===== src/rtl/utf8v_pkg.sv =====
// Shared widths, byte-class limits and second-byte rule codes of the UTF-8 validator.
package utf8v_pkg;

	localparam int unsigned BYTE_W  = 8;
	localparam int unsigned COUNT_W = 12;
	localparam int unsigned LEFT_W  = 2;
	localparam int unsigned RULE_W  = 3;

	// Reset value of the code point limit.
	localparam logic [COUNT_W-1:0] MAX_POINTS_RST = 12'd160;

	// Byte classes.
	localparam logic [BYTE_W-1:0] ASCII_MIN  = 8'h20;
	localparam logic [BYTE_W-1:0] ASCII_DEL  = 8'h7F;
	localparam logic [BYTE_W-1:0] LEAD2_MIN  = 8'hC2;
	localparam logic [BYTE_W-1:0] LEAD2_MAX  = 8'hDF;
	localparam logic [BYTE_W-1:0] LEAD3_MIN  = 8'hE0;
	localparam logic [BYTE_W-1:0] LEAD3_SURR = 8'hED;
	localparam logic [BYTE_W-1:0] LEAD3_MAX  = 8'hEF;
	localparam logic [BYTE_W-1:0] LEAD4_MIN  = 8'hF0;
	localparam logic [BYTE_W-1:0] LEAD4_MAX  = 8'hF4;
	localparam logic [BYTE_W-1:0] CONT_MIN   = 8'h80;
	localparam logic [BYTE_W-1:0] CONT_MAX   = 8'hBF;
	localparam logic [BYTE_W-1:0] CONT_A0    = 8'hA0;
	localparam logic [BYTE_W-1:0] CONT_9F    = 8'h9F;
	localparam logic [BYTE_W-1:0] CONT_90    = 8'h90;
	localparam logic [BYTE_W-1:0] CONT_8F    = 8'h8F;

	// Restriction on the first continuation byte after a lead byte.
	localparam logic [RULE_W-1:0] RULE_NONE   = 3'd0;
	localparam logic [RULE_W-1:0] RULE_MIN_A0 = 3'd1;
	localparam logic [RULE_W-1:0] RULE_MAX_9F = 3'd2;
	localparam logic [RULE_W-1:0] RULE_MIN_90 = 3'd3;
	localparam logic [RULE_W-1:0] RULE_MAX_8F = 3'd4;

endpackage


===== src/rtl/utf8v_in_if.sv =====
// Valid/ready channel that carries at most one message byte per beat.
interface utf8v_in_if;
	logic                           valid;
	logic                           ready;
	logic [utf8v_pkg::BYTE_W-1:0]   msg_byte;
	logic                           has_byte;
	logic                           last_byte;

	modport source (output valid, output msg_byte, output has_byte, output last_byte,
		input ready);
	modport sink (input valid, input msg_byte, input has_byte, input last_byte,
		output ready);
endinterface


===== src/rtl/utf8v_out_if.sv =====
// Valid/ready channel that carries one message verdict per beat.
interface utf8v_out_if;
	logic                           valid;
	logic                           ready;
	logic                           message_ok;
	logic [utf8v_pkg::COUNT_W-1:0]  code_point_total;

	modport source (output valid, output message_ok, output code_point_total,
		input ready);
	modport sink (input valid, input message_ok, input code_point_total,
		output ready);
endinterface


===== src/rtl/utf8_message_validator.sv =====
// Strict UTF-8 message validator with a code point limit and one verdict per message.
//
// Usage:
//   msg_in carries one beat per byte: msg_byte, has_byte (0 for an end marker
//   without a byte) and last_byte (ends the message). A beat with has_byte and
//   last_byte both low is an idle beat and changes nothing.
//   verdict carries one beat per message, message_ok and code_point_total,
//   produced for the beat that has last_byte set.
//   cfg_wr_en/cfg_wr_data write the code point limit; write it only between
//   messages. It resets to 160.
// Timing:
//   A byte beat is captured in an input register and decoded in the following
//   cycle by a small decoder and a 12-bit counter compare; the verdict is written
//   into the output register when the last beat advances out of the input register.
//   One beat is accepted every cycle unless a final byte is held in the input register.
// Reset and stalls:
//   arst_n clears the message state, the pipeline valids and sets the limit to
//   160. While verdict.ready is low a waiting verdict holds; non-final bytes keep
//   flowing, and a second final byte waits in the input register, after which
//   msg_in.ready drops.
module utf8_message_validator (
	input  logic                           clk,
	input  logic                           arst_n,
	utf8v_in_if.sink                       msg_in,
	utf8v_out_if.source                    verdict,
	input  logic                           cfg_wr_en,
	input  logic [utf8v_pkg::COUNT_W-1:0]  cfg_wr_data
);

	logic [utf8v_pkg::COUNT_W-1:0] max_points_q;

	logic                          valid_s1;
	logic [utf8v_pkg::BYTE_W-1:0]  byte_s1;
	logic                          has_s1;
	logic                          last_s1;

	logic [utf8v_pkg::LEFT_W-1:0]  bytes_left_q;
	logic [utf8v_pkg::RULE_W-1:0]  rule_q;
	logic [utf8v_pkg::COUNT_W-1:0] count_q;
	logic                          failed_q;
	logic                          seen_q;

	logic [utf8v_pkg::LEFT_W-1:0]  bytes_left_d;
	logic [utf8v_pkg::RULE_W-1:0]  rule_d;
	logic [utf8v_pkg::COUNT_W-1:0] count_d;
	logic                          failed_d;
	logic                          seen_d;
	logic                          finish;
	logic                          cont_bad;

	logic                          out_valid_q;
	logic                          ok_q;
	logic [utf8v_pkg::COUNT_W-1:0] total_q;

	logic                          advance;
	logic                          out_free;

	// The output register can take a verdict when empty or being drained.
	assign out_free = !out_valid_q || verdict.ready;
	assign advance  = valid_s1 && (!last_s1 || out_free);
	assign msg_in.ready = !valid_s1 || advance;

	// Limit register.
	always_ff @(posedge clk or negedge arst_n) begin
		if (!arst_n) begin
			max_points_q <= utf8v_pkg::MAX_POINTS_RST;
		end else if (cfg_wr_en) begin
			max_points_q <= cfg_wr_data;
		end
	end

	// Input register.
	always_ff @(posedge clk or negedge arst_n) begin
		if (!arst_n) begin
			valid_s1 <= 1'b0;
		end else if (msg_in.ready) begin
			valid_s1 <= msg_in.valid;
		end
	end

	always_ff @(posedge clk) begin
		if (msg_in.ready && msg_in.valid) begin
			byte_s1 <= msg_in.msg_byte;
			has_s1  <= msg_in.has_byte;
			last_s1 <= msg_in.last_byte;
		end
	end

	// Continuation byte check, including the second-byte rule of the lead.
	always_comb begin
		cont_bad = (byte_s1 < utf8v_pkg::CONT_MIN) || (byte_s1 > utf8v_pkg::CONT_MAX);
		case (rule_q)
			utf8v_pkg::RULE_MIN_A0: cont_bad = cont_bad || (byte_s1 < utf8v_pkg::CONT_A0);
			utf8v_pkg::RULE_MAX_9F: cont_bad = cont_bad || (byte_s1 > utf8v_pkg::CONT_9F);
			utf8v_pkg::RULE_MIN_90: cont_bad = cont_bad || (byte_s1 < utf8v_pkg::CONT_90);
			utf8v_pkg::RULE_MAX_8F: cont_bad = cont_bad || (byte_s1 > utf8v_pkg::CONT_8F);
			default: ;
		endcase
	end

	// Next message state for the byte in the input register.
	always_comb begin
		bytes_left_d = bytes_left_q;
		rule_d       = rule_q;
		count_d      = count_q;
		failed_d     = failed_q;
		seen_d       = seen_q;
		finish       = 1'b0;
		if (has_s1) begin
			seen_d = 1'b1;
			if (!failed_q) begin
				if (bytes_left_q == '0) begin
					if (byte_s1 <= utf8v_pkg::ASCII_DEL) begin
						if (byte_s1 < utf8v_pkg::ASCII_MIN || byte_s1 == utf8v_pkg::ASCII_DEL) begin
							failed_d = 1'b1;
						end else begin
							finish = 1'b1;
						end
					end else if (byte_s1 inside {[utf8v_pkg::LEAD2_MIN:utf8v_pkg::LEAD2_MAX]}) begin
						bytes_left_d = 2'd1;
						rule_d       = utf8v_pkg::RULE_NONE;
					end else if (byte_s1 inside {[utf8v_pkg::LEAD3_MIN:utf8v_pkg::LEAD3_MAX]}) begin
						bytes_left_d = 2'd2;
						if (byte_s1 == utf8v_pkg::LEAD3_MIN) begin
							rule_d = utf8v_pkg::RULE_MIN_A0;
						end else if (byte_s1 == utf8v_pkg::LEAD3_SURR) begin
							rule_d = utf8v_pkg::RULE_MAX_9F;
						end else begin
							rule_d = utf8v_pkg::RULE_NONE;
						end
					end else if (byte_s1 inside {[utf8v_pkg::LEAD4_MIN:utf8v_pkg::LEAD4_MAX]}) begin
						bytes_left_d = 2'd3;
						if (byte_s1 == utf8v_pkg::LEAD4_MIN) begin
							rule_d = utf8v_pkg::RULE_MIN_90;
						end else if (byte_s1 == utf8v_pkg::LEAD4_MAX) begin
							rule_d = utf8v_pkg::RULE_MAX_8F;
						end else begin
							rule_d = utf8v_pkg::RULE_NONE;
						end
					end else begin
						failed_d = 1'b1;
					end
				end else if (cont_bad) begin
					failed_d = 1'b1;
				end else begin
					rule_d       = utf8v_pkg::RULE_NONE;
					bytes_left_d = bytes_left_q - 2'd1;
					finish       = (bytes_left_q == 2'd1);
				end
			end
		end
		// A completed code point either counts or trips the limit.
		if (finish) begin
			if (({1'b0, count_q} + 13'd1) > {1'b0, max_points_q}) begin
				failed_d = 1'b1;
			end else if (count_q != '1) begin
				count_d = count_q + 12'd1;
			end
		end
	end

	// Message state; cleared after each verdict.
	always_ff @(posedge clk or negedge arst_n) begin
		if (!arst_n) begin
			bytes_left_q <= '0;
			rule_q       <= utf8v_pkg::RULE_NONE;
			count_q      <= '0;
			failed_q     <= 1'b0;
			seen_q       <= 1'b0;
		end else if (advance) begin
			if (last_s1) begin
				bytes_left_q <= '0;
				rule_q       <= utf8v_pkg::RULE_NONE;
				count_q      <= '0;
				failed_q     <= 1'b0;
				seen_q       <= 1'b0;
			end else begin
				bytes_left_q <= bytes_left_d;
				rule_q       <= rule_d;
				count_q      <= count_d;
				failed_q     <= failed_d;
				seen_q       <= seen_d;
			end
		end
	end

	// Verdict register.
	always_ff @(posedge clk or negedge arst_n) begin
		if (!arst_n) begin
			out_valid_q <= 1'b0;
		end else if (advance && last_s1) begin
			out_valid_q <= 1'b1;
		end else if (verdict.ready) begin
			out_valid_q <= 1'b0;
		end
	end

	always_ff @(posedge clk) begin
		if (advance && last_s1) begin
			ok_q    <= !failed_d && seen_d && (bytes_left_d == '0);
			total_q <= count_d;
		end
	end

	assign verdict.valid            = out_valid_q;
	assign verdict.message_ok       = ok_q;
	assign verdict.code_point_total = total_q;

	// A second-byte rule is only pending inside a three- or four-byte sequence.
	a_rule_in_sequence: assert property (@(posedge clk) disable iff (!arst_n)
		rule_q != utf8v_pkg::RULE_NONE |-> bytes_left_q >= 2'd2)
		else $error("second-byte rule pending outside a multi-byte sequence");

	// A passing verdict always reports at least one code point.
	a_ok_has_points: assert property (@(posedge clk) disable iff (!arst_n)
		out_valid_q && ok_q |-> total_q != '0)
		else $error("valid message with zero code points");

	// The message state is cleared once a verdict is taken in.
	a_clear_after_verdict: assert property (@(posedge clk) disable iff (!arst_n)
		advance && last_s1 |=> count_q == '0 && !seen_q && !failed_q && bytes_left_q == '0)
		else $error("message state not cleared after verdict");

	// A verdict waiting on a stalled receiver is never overwritten.
	a_no_overwrite: assert property (@(posedge clk) disable iff (!arst_n)
		out_valid_q && !verdict.ready |-> !(advance && last_s1))
		else $error("verdict overwritten while stalled");

endmodule

===== src/flat_wrapper.sv =====
// flat-port wrapper written by rule: the top's interface ports become plain ports
module utf8_message_validator_flat 
  (clk, arst_n, cfg_wr_en, cfg_wr_data, msg_in_valid, msg_in_msg_byte, msg_in_has_byte, msg_in_last_byte, msg_in_ready, verdict_valid, verdict_message_ok, verdict_code_point_total, verdict_ready);
  utf8v_in_if msg_in_i ();
  utf8v_out_if verdict_i ();
  input  logic clk;
  input  logic arst_n;
  input  logic cfg_wr_en;
  input  logic [utf8v_pkg::COUNT_W-1:0] cfg_wr_data;
  input wire logic [$bits(msg_in_i.valid)-1:0] msg_in_valid;
  input wire logic [$bits(msg_in_i.msg_byte)-1:0] msg_in_msg_byte;
  input wire logic [$bits(msg_in_i.has_byte)-1:0] msg_in_has_byte;
  input wire logic [$bits(msg_in_i.last_byte)-1:0] msg_in_last_byte;
  output wire logic [$bits(msg_in_i.ready)-1:0] msg_in_ready;
  output wire logic [$bits(verdict_i.valid)-1:0] verdict_valid;
  output wire logic [$bits(verdict_i.message_ok)-1:0] verdict_message_ok;
  output wire logic [$bits(verdict_i.code_point_total)-1:0] verdict_code_point_total;
  input wire logic [$bits(verdict_i.ready)-1:0] verdict_ready;
  assign msg_in_i.valid = msg_in_valid;
  assign msg_in_i.msg_byte = msg_in_msg_byte;
  assign msg_in_i.has_byte = msg_in_has_byte;
  assign msg_in_i.last_byte = msg_in_last_byte;
  assign msg_in_ready = msg_in_i.ready;
  assign verdict_valid = verdict_i.valid;
  assign verdict_message_ok = verdict_i.message_ok;
  assign verdict_code_point_total = verdict_i.code_point_total;
  assign verdict_i.ready = verdict_ready;
  utf8_message_validator u_core (.clk(clk), .arst_n(arst_n), .msg_in(msg_in_i), .verdict(verdict_i), .cfg_wr_en(cfg_wr_en), .cfg_wr_data(cfg_wr_data));
endmodule

===== config.mk =====
export PLATFORM = sky130hd
export DESIGN_NAME = utf8_message_validator_flat
export DESIGN_NICKNAME = d
export VERILOG_FILES = /design/src/rtl/utf8v_pkg.sv /design/src/rtl/utf8v_in_if.sv /design/src/rtl/utf8v_out_if.sv /design/src/rtl/utf8_message_validator.sv /design/src/flat_wrapper.sv
export SDC_FILE = /design/constraint.sdc
export NUM_CORES = 1
export LEC_CHECK = 0
export ABC_AREA = 1
export BUFFER_PORTS_ARGS = -buffer_cell sky130_fd_sc_hd__buf_4
export CAP_MARGIN = 40
export CORE_AREA = 2 2 81 83
export DETAILED_ROUTE_END_ITERATION = 8
export DIE_AREA = 0 0 83 85
export PLACE_DENSITY = 0.75
export SYNTH_ARGS = -nofsm -noshare
export SYNTH_HDL_FRONTEND = slang
export SYNTH_SLANG_ARGS = --single-unit

===== constraint.sdc =====
create_clock -name clk -period 3.15 [get_ports clk]
set_input_delay 0.1575 -clock clk [delete_from_list [all_inputs] [get_ports clk]]
set_output_delay 0.1575 -clock clk [all_outputs]
set_load 0.01 [all_outputs]

==> impl_metrics.yaml <==
detailed_routing:
  drtIter0Drc: 195
  vias: 2708
  vias_per_cell: 5.006
  drc_errors: 0
  wire_per_inst_um: 12.16
  detail_route.first_pass.iterations: 4
  antenna_left: 0
  finalWirelength_um: 6577
worst_setup_path:
  critical_path.endpoint_type: "register"
  path_class: "register to register"
  crit_path_start_kind: "register"
  cp.required_ns: 3.23
  arrival_ns: 2.94
  rr_worst_depth: 17
  worstPathCellList: "ha_1, nand2_2, nor2_4, nand2_1, nor3_1, xor2_1, ha_1, nand2_1, inv_1, nand3_2, inv_1, nand3_1, nand2_1, nand2_4, nand2_4, nand2_1, and2_2"
  slowest_delay_ns: 0.43
  path_max_fanout: 7
  cp_slowest_cell: "dfrtp_2"
  crit_top_cell: "nand2_1"
synthesis:
  ys_seq_elements: 56
  synth-compound-area-share_pct: 7.569
  synth_xor_area_share_pct: 1.338
  synthMuxAreaShare_pct: 0.3440
  synth_top_family_by_area: "simple AND/OR/NAND/NOR gates"
  yosysSeqAreaShare_pct: 46.41
  syn_nets: 448
  ys.warnings.count: 0
  synth-edff-count: 23
  synth_cells: 406
  avgSynthCellArea_sq_um: 8.062
  syn_area_sq_mm: 0.003273
  ys_types: 37
  synthAdderAreaFrac_pct: 5.734
  async_reset_ff_share_pct: 58.93
  synth-main-ff-cell: "dfrtp_1"
  yosys.area_share.simple_pct: 30.12
die:
  die-area_sq_mm: 0.007055
  core_region_area_sq_mm: 0.006205
  fp.dieW_um: 83
  rows: 29
  start_util_pct: 52.75
  pin_count: 42
  die_h_um: 85
power:
  power.switching_mw: 0.6526
  total_power_mw: 1.896
  p_leak_nw: 1.908
  seqPwrFrac_pct: 48.4
  vdd_drop_max_v: 0.0002664
  swShare_pct: 34.42
  combPwrFrac_pct: 30.1
  internal_power_mw: 1.244
  p_clk_share_pct: 21.5
  power_density_mw_per_mm2: 487.5
layout:
  mostFrequentLayoutCells: "nand2_1 (119), inv_1 (59), buf_4 (44)"
  fin_nets: 505
  syn2layout_area_growth_pct: 18.85
  drive_gt1_share_pct: 16.38
  stdcell_area_sq_mm: 0.003890
  mostFrequentLayoutCell: "nand2_1"
  utilization_pct: 62.69
  diodes: 0
sta:
  setup_viol: 0
  timing.final.crit_share_pct: 90.83
  fin_crit_ns: 2.861
  clock_skew_ns: 0.008520
  drv_slew: 0
  fin_setup_tns_ns: 0
  maxSlewHeadroom_pct: 64.50
  max_freq_mhz: 349.5
  hold_viol: 0
  max_slew.worst_pin.slew_ns: 0.5319
worst_hold_path:
  holdPathStages: 3
  worstHoldPathType: "primary input to register"
clock_tree:
  tritoncts: "built"
  clkLatencyLatePin_ns: 0.32
  clock_path_buffers: 2
  cts_buffers: 5
  htree_levels: 2
  cts_root_buf: "clkbuf_8"
  clock_sinks: 56
  clkTransAtPathRegs_ns: 0.10
placed_design:
  gp_congestion: 0.9203
  dpl_cell_area_sq_mm: 0.003640
  dp_hpwl_um: 4830
  io_buffers: 41
grt:
  antenna_found_initial: 0
  grt_pass1_wl_um: 11010
  overflow: 0
  grt_pass1_vias: 2479
  grt_max_degree: 34
  gr-usage-all-layers_pct: 19.18
outcome:
  outcome: "completed"
run:
  drv_cap: 0
-- synth_stat cells (4+ instances only) --
cell type / n / area (sq um)
a21oi_1: 9 / 45.04
edfxtp_1: 23 / 690.7
dfrtp_1: 31 / 775.7
o21ai_0: 25 / 125.1
nand3b_1: 5 / 37.54
nor3_1: 4 / 20.02
xor2_1: 5 / 43.79
and2_1: 9 / 56.30
ha_1: 15 / 187.7
nor2_1: 34 / 127.6
nand2_1: 119 / 446.7
nand4_1: 4 / 25.02
nand3_1: 30 / 150.1
inv_1: 59 / 221.5
-- final timing paths --
| kind | startpoint | endpoint | slack, ns |
|---|---|---|---|
| max in group asynchronous | arst_n | u_core.max_points_q[7]$_DFFE_PN1P_ | 2.50 |
| setup / recovery | u_core.count_q[0]$_DFFE_PN0P_ | u_core.verdict.code_point_total[10]$_DFFE_PP_ | 0.29 |
| hold reg to reg | u_core.max_points_q[5]$_DFFE_PN1P_ | u_core.max_points_q[5]$_DFFE_PN1P_ | 0.52 |
| min in group asynchronous | arst_n | u_core.count_q[7]$_DFFE_PN0P_ | 0.30 |
| hold / removal | cfg_wr_data[11] | u_core.max_points_q[11]$_DFFE_PN0P_ | 0.04 |
| setup reg to reg | u_core.count_q[0]$_DFFE_PN0P_ | u_core.verdict.code_point_total[10]$_DFFE_PP_ | 0.29 |
-- registers in the layout (all words and copies together), names as in the netlist, 2 cells and up --
register / flops
u_core.rule_q: 3
u_core.byte_s1: 8
u_core.bytes_left_q: 2
u_core.verdict.code_point_total: 12
u_core.count_q: 12
u_core.max_points_q: 12
-- metal layers --
metal | track usage, % | wire length (um) | up-vias
met1 | 26.81 | 3181 | 1216
met5 | 0 | 0 | -
met2 | 30.57 | 3000 | 74
met3 | 3.794 | 346 | 4
li1 | - | - | 1414
met4 | 5.663 | 49 | 0
-- area by class of cell --
cell class | count | area (sq um)
fill | 536 | 2315
sequential | 56 | 1521
multi-input combinational | 285 | 1514
timing repair buffer | 55 | 440.4
inverter | 60 | 225.2
tap | 77 | 96.34
clock buffer | 5 | 68.82
clock inverter | 3 | 23.77
-- critical path: cells and delay by family, from the launching register on --
kind,cells,cell delay [ns]
xor gates and xnor gates,1,0.12
and+or+nand+nor,12,1.39
buffers and inverters,2,0.13
adders and majority gates,2,0.52
DFF,1,0.43
-- power by group through the flow --
stage | combinational [mW] | clock (mW) | sequential, mW
after CTS | 0.540 | 0.413 | 0.915
after floorplan | 0.390 | 0 | 0.924
after detailed placement | 0.538 | 0 | 0.928
final | 0.572 | 0.407 | 0.918
after global placement | 0.515 | 0 | 0.927
after global routing | 0.647 | 0.438 | 0.930
-- per-stage QoR --
stage	hold slack [ns]	cells	worst slack, ns
floorplan	-0.1381	406	0.5063
global placement	0.1271	519	0.2742
detailed placement	0.1316	519	0.1358
CTS	0.0008750	528	0.1205
global route	0.04013	541	-0.01789
finish	0.03550	541	0.2887
-- timing repair --
item                                    4_1_cts  5_1_grt
hold buffers                                  1       10
gates resized for setup                       0        7
endpoints found under the setup margin        0       25
buffers inserted                              0        1
endpoints found under the hold margin        31       10
-- cell families (layout without fill, tap and decap cells) --
family | Yosys count | in the layout
compound gates | 42 | 42
xor+xnor | 5 | 5
fa+ha+maj | 15 | 15
buf+inv | 67 | 123
flops | 56 | 56
mux | 1 | 1
simple gates | 220 | 222
Power figures use the tool's default switching activity.
